==> config.mk <==
export PLATFORM = sky130hd
export DESIGN_NAME = temn_hash
export DESIGN_NICKNAME = d
export VERILOG_FILES = /design/src/hdl/temn_pkg.sv /design/src/hdl/temn_hash.sv
export SDC_FILE = /design/constraint.sdc
export NUM_CORES = 1
export LEC_CHECK = 0
export ABC_CLOCK_PERIOD_IN_PS = 11000
export CORE_UTILIZATION = 67
export CTS_CLUSTER_DIAMETER = 40
export DETAILED_ROUTE_END_ITERATION = 12
export DONT_BUFFER_PORTS = 1
export PLACE_DENSITY = 0.81
export SETUP_SLACK_MARGIN = 0.3
export SYNTH_ARGS = -nofsm -noshare
export SYNTH_HDL_FRONTEND = slang
export SYNTH_SLANG_ARGS = --single-unit
==> constraint.sdc <==
create_clock -name clk_i -period 11 [get_ports clk_i]
set_input_delay 1.65 -clock clk_i [delete_from_list [all_inputs] [get_ports clk_i]]
set_output_delay 1.65 -clock clk_i [all_outputs]
set_load 0.1 [all_outputs]
==> src/hdl/temn_pkg.sv <==
`timescale 1ns / 1ps
// ----------------------------------------------------------------------------
// Edge midnode numbering package
// Shared widths and constants for the edge table and its sequencer.
// ----------------------------------------------------------------------------
package temn_pkg;
  localparam int NodeIdBits   = 20;
  localparam int EdgeCapacity = 4096;
  localparam int SlotBits     = $clog2(EdgeCapacity);
  localparam int CountBits    = SlotBits + 1;
  localparam int KeyBits      = 2 * NodeIdBits;

  typedef logic [NodeIdBits-1:0] node_id_t;
  typedef logic [KeyBits-1:0]    edge_key_t;
  typedef logic [SlotBits-1:0]   slot_t;

  // Pair table, edge order 01 12 02 03 13 23.
  function automatic logic [1:0] pair_lo(input logic [2:0] e);
    case (e)
      3'd0: pair_lo = 2'd0;
      3'd1: pair_lo = 2'd1;
      3'd2: pair_lo = 2'd0;
      3'd3: pair_lo = 2'd0;
      3'd4: pair_lo = 2'd1;
      3'd5: pair_lo = 2'd2;
      default: pair_lo = 2'd0;
    endcase
  endfunction

  function automatic logic [1:0] pair_hi(input logic [2:0] e);
    case (e)
      3'd0: pair_hi = 2'd1;
      3'd1: pair_hi = 2'd2;
      3'd2: pair_hi = 2'd2;
      3'd3: pair_hi = 2'd3;
      3'd4: pair_hi = 2'd3;
      3'd5: pair_hi = 2'd3;
      default: pair_hi = 2'd0;
    endcase
  endfunction
endpackage

==> src/hdl/temn_hash.sv <==
`timescale 1ns / 1ps
// ----------------------------------------------------------------------------
// Edge key hash
// Slot index from a key, multiplicative hash split into four 16-bit partial products.
// ----------------------------------------------------------------------------
module temn_hash (
  input  logic                clk_i,
  input  logic                rst_ni,
  input  logic                start_i,
  input  temn_pkg::edge_key_t key_i,
  output logic                done_o,
  output temn_pkg::slot_t     slot_o
);
  import temn_pkg::*;

  localparam logic [63:0] Golden = 64'h9E3779B97F4A7C15;

  logic [63:0] key_q;
  logic [63:0] acc_q, acc_d;
  logic [1:0]  step_q;
  logic        busy_q, done_q;
  logic [15:0] digit;
  logic [63:0] part;
  logic [63:0] mixed;

  // one 16x64 partial product per cycle
  always_comb begin
    digit = key_q[16*step_q +: 16];
    part  = ({48'd0, digit} * Golden) << (16 * step_q);
    acc_d = acc_q + part;
  end

  assign mixed  = acc_q ^ (acc_q >> 29);
  assign slot_o = mixed[SlotBits-1:0];
  assign done_o = done_q;

  always_ff @(posedge clk_i or negedge rst_ni) begin
    if (!rst_ni) begin
      busy_q <= 1'b0;
      done_q <= 1'b0;
      step_q <= 2'd0;
    end else begin
      done_q <= 1'b0;
      if (start_i) begin
        busy_q <= 1'b1;
        step_q <= 2'd0;
      end else if (busy_q) begin
        step_q <= step_q + 2'd1;
        if (step_q == 2'd3) begin
          busy_q <= 1'b0;
          done_q <= 1'b1;
        end
      end
    end
  end

  always_ff @(posedge clk_i) begin
    if (start_i) begin
      key_q <= {{(64-KeyBits){1'b0}}, key_i};
      acc_q <= '0;
    end else if (busy_q) begin
      acc_q <= acc_d;
    end
  end
endmodule

==> metrics.md <==
| Metric | Value |
|---|---|
| Status | finished, final reports clean |
| First-pass GRT wire length | 55900 um |
| R2R Path End | acc_q[37]$_SDFFE_PP0P_ |
| CTS H-tree lvls | 3 |
| DR vias | 10463 |
| Drt total wl | 36200 um |
| Post-synthesis register bit count | 85 |
| Grt total ovfl | 0 |
| Final ANT Viol Nets | 0 |
| HP Class | flip-flop to flip-flop |
| Initial antenna violation count | 0 |
| N_diodes | 0 |
| Starting Density | 69.3% |
| Area growth syn-to-layout | 5.25% |
| Die Span X | 145 um |
| CTS Buffer Depth | 2 |
| WHS Path Cells | 2 |
| Worst Path Arrival | 10.28 ns |
| Die Height | 145 um |
| Setup TNS | 0 ns |
| Max Fclk | 99.7 MHz |
| Dpl cell area | 14100 um^2 |
| Worst Hold Path EP | acc_q[23]$_SDFFE_PP0P_ |
| Gate Count Post-Synth | 1479 |
| Mapped Avg Cell Area | 9.24 um^2 |
| Residual DRC count | 0 |
| IO Pins | 56 |
| DP Wirelength | 30100 um |
| Skew final | 0.0194 ns |
| Syn Std Cell Area | 13700 um^2 |
| Pins Over Slew Limit | 0 |
| Critical Path Max Stage Delay | 0.90 ns |
| Post-synth EDFFs | 40 |
| Total track usage | 36.5% |
| Filler instances | 1449 |
| FFs w/ async S/R, synth | 4.71% |
| Final Hold Viols | 0 |
| Ys flop type | dfxtp_1 |
| Routability cong. | 0.991 |
| Number of port buffers | 0 |
| CTS clock-pin slew for the worst setup and hold paths | 0.07 ns |
| Number of setup violations in the final report | 0 |
| Rows | 51 |
| CP top delay family | adder cells |
| Crit path kind | flip-flop to flip-flop |
| First-pass DRT Iterations | 6 |
| Dpl cells | 1723 |
| Relative slew margins | 18.9% |
| Nets | 1877 |
| Yosys warning total | 0 |
| Worst setup SP type | flip-flop |
| Clock sinks | 85 |
| TritonCTS Buffers | 9 |
| Cts hold-fix bufs | 0 |
| Synth cell types | 76 |
| CP Launch Point | step_q[1]$_DFFE_PN0P_ |
| WL/cell | 20.8 um |
| Core area | 19700 um^2 |
| Crit path time final | 10.03 ns |
| CTS tree | done |
| DIE AREA | 21000 um^2 |
| Post-route cell area | 14400 um^2 |
| RR Startpoint | step_q[1]$_DFFE_PN0P_ |
| Post-synth top area cell | fa_1 |
| Critical Path Sink Type | flip-flop |
| First-iteration detailed-routing DRC count | 905 |
| R2r setup slk | 0.97 ns |
| Sequential-to-total area share from yosys stat | 15.5% |
| Post-DR vias/cell | 6.02 |
| Area contributors post-synth | fa_1 (24%), ha_1 (18%), edfxtp_1 (8.8%), inv_1 (8.0%), dfxtp_1 (6.0%) |
| Vias in the first global route | 10325 |
| Worst-Skew Late Latency | 0.36 ns |
| Unrepaired setup endpoints after global routing | no |
| Hold path startpoint | acc_q[23]$_SDFFE_PP0P_ |
| Worst slew pin tran | 1.22 ns |
| Crit path max-delay cell type | fa_1 |
| Stages on worst setup path | 33 |
| CTS root buffer | clkbuf_16 |
| Fraction of layout cells with a size suffix above 1 | 4.61% |
| Finished Layout Cells | 1739 |
| Max-cap violations | 0 |
| Critical path peak fanout | 19 |
| Synth top area share | 24.5% |
| Mapped Nets | 1887 |
| Buf+Inv Stages, Crit Path | 3 |
| Largest net degree at the start of global routing | 92 |
| Final Cycle Share | 91.2% |
| Worst EP required | 11.24 ns |
| Register area | 2130 um^2 |
| Worst-case reg-to-reg path depth | 33 |
| Multi-input gate area | 10400 um^2 |
synthesized netlist by cell type (4+ instances only):
library cell	instances
nor2b_1	12
dfxtp_1	41
nand4_1	9
o211ai_1	5
ha_1	198
a31oi_1	6
nand2_1	60
a21o_1	44
nand3b_1	6
o31a_1	4
edfxtp_1	40
o21ai_0	31
nor2_1	114
a211oi_1	12
o21ai_1	7
and2_1	16
inv_1	292
or2_2	8
dfrtp_1	4
clkbuf_1	29
o21bai_1	9
xnor2_1	49
xor2_1	38
mux2i_1	45
a21oi_1	79
nor3_1	16
o21a_1	12
nand2b_1	10
or3_1	5
a41oi_1	5
nand3_1	21
o22ai_1	8
fa_1	167
and3_1	11
state kept, by name, indices dropped and copies added (netlist names):
register	flops
key_q	40
acc_q	41
busy_q	1
done_o	1
step_q	2
through the flow:
stage,utilization (%),hold slack [ns],worst slack (ns)
5_1_grt,72.9,0.502,0.465
3_3_place_gp,71.3,0.472,1.15
6_report,72.9,0.489,0.966
4_1_cts,72.9,0.487,0.818
3_5_place_dp,71.3,0.475,0.967
2_1_floorplan,-,0.459,1.81
worst max-delay path by stage:
| stage | to | slack (ns) |
|---|---|---|
| 4_1_cts | acc_q[37]$_SDFFE_PP0P_ | 0.82 |
| 3_3_place_gp | acc_q[40]$_SDFFE_PP0P_ | 1.15 |
| 6_report | acc_q[37]$_SDFFE_PP0P_ | 0.97 |
| 3_5_place_dp | acc_q[37]$_SDFFE_PP0P_ | 0.97 |
| 5_1_grt | acc_q[37]$_SDFFE_PP0P_ | 0.46 |
| 2_1_floorplan | acc_q[37]$_SDFFE_PP0P_ | 1.81 |
cells by family (layout without fill, tap and decap cells):
kind of cell / Yosys count / count (layout) / synth area share (%)
multiplexers: 47 / 47 / 3.46
adder cells (fa/ha/maj): 365 / 365 / 42.6
AO/OA/AOI/OAI: 267 / 267 / 13.3
buffers and inverters: 328 / 323 / 9.03
XOR/XNOR: 87 / 87 / 5.58
flip-flops: 85 / 85 / 15.5
AND/OR/NAND/NOR: 300 / 300 / 10.5
timing repair:
| item | in CTS | in global routing |
|---|---|---|
| setup endpoints to repair | 0 | 5 |
| resized for setup | 0 | 2 |
| setup buffers | 0 | 0 |
per-layer routing:
metal | global-route usage [%] | wire (um)
met1 | 52.0 | 16100
met3 | 9.08 | 3410
met4 | 12.0 | 994
met2 | 54.1 | 15700
met5 | 0 | 0
final cells by class:
type	instances	share of cell area [%]
Timing Repair Buffer	13	0.679
Sequential cell	85	14.8
Tap cell	265	2.31
Clock buffer	12	1.86
Multi-Input combinational cell	1066	72.3
Inverter	294	7.68
Clock inverter	4	0.348
placed cells by master (no fill, tap or decap), types with 8 or more instances in the layout:
master / synthesis / final
o21bai_1: 9 / 9
a21o_1: 44 / 44
buf_4: 0 / 13
nand2_1: 60 / 60
o22ai_1: 8 / 8
nand2b_1: 10 / 10
nor2b_1: 12 / 11
nand3_1: 21 / 21
o21ai_0: 31 / 30
xnor2_1: 49 / 49
nor3_1: 16 / 16
inv_1: 292 / 292
xor2_2: 0 / 12
nor2_1: 114 / 114
or2_2: 8 / 8
nand4_1: 9 / 9
fa_1: 167 / 167
o21a_1: 12 / 12
a211oi_1: 12 / 12
dfxtp_1: 41 / 41
and3_1: 11 / 11
and2_1: 16 / 16
edfxtp_1: 40 / 40
clkbuf_16: 0 / 10
mux2i_1: 45 / 45
ha_1: 198 / 198
xor2_1: 38 / 26
a21oi_1: 79 / 79
worst register-to-register path, delay by kind of cell (launching register included):
kind / cells / cell delay (ns)
simple gates: 6 / 0.68
fa+ha+maj: 8 / 3.73
xor+xnor: 1 / 0.18
mux: 2 / 0.63
flops: 1 / 0.61
buf+inv: 3 / 0.45
compound gates: 13 / 3.63
Power is left out: the tool's default activity adds up to more than one toggle a clock period on the data nets, which glitch-free logic cannot reach.
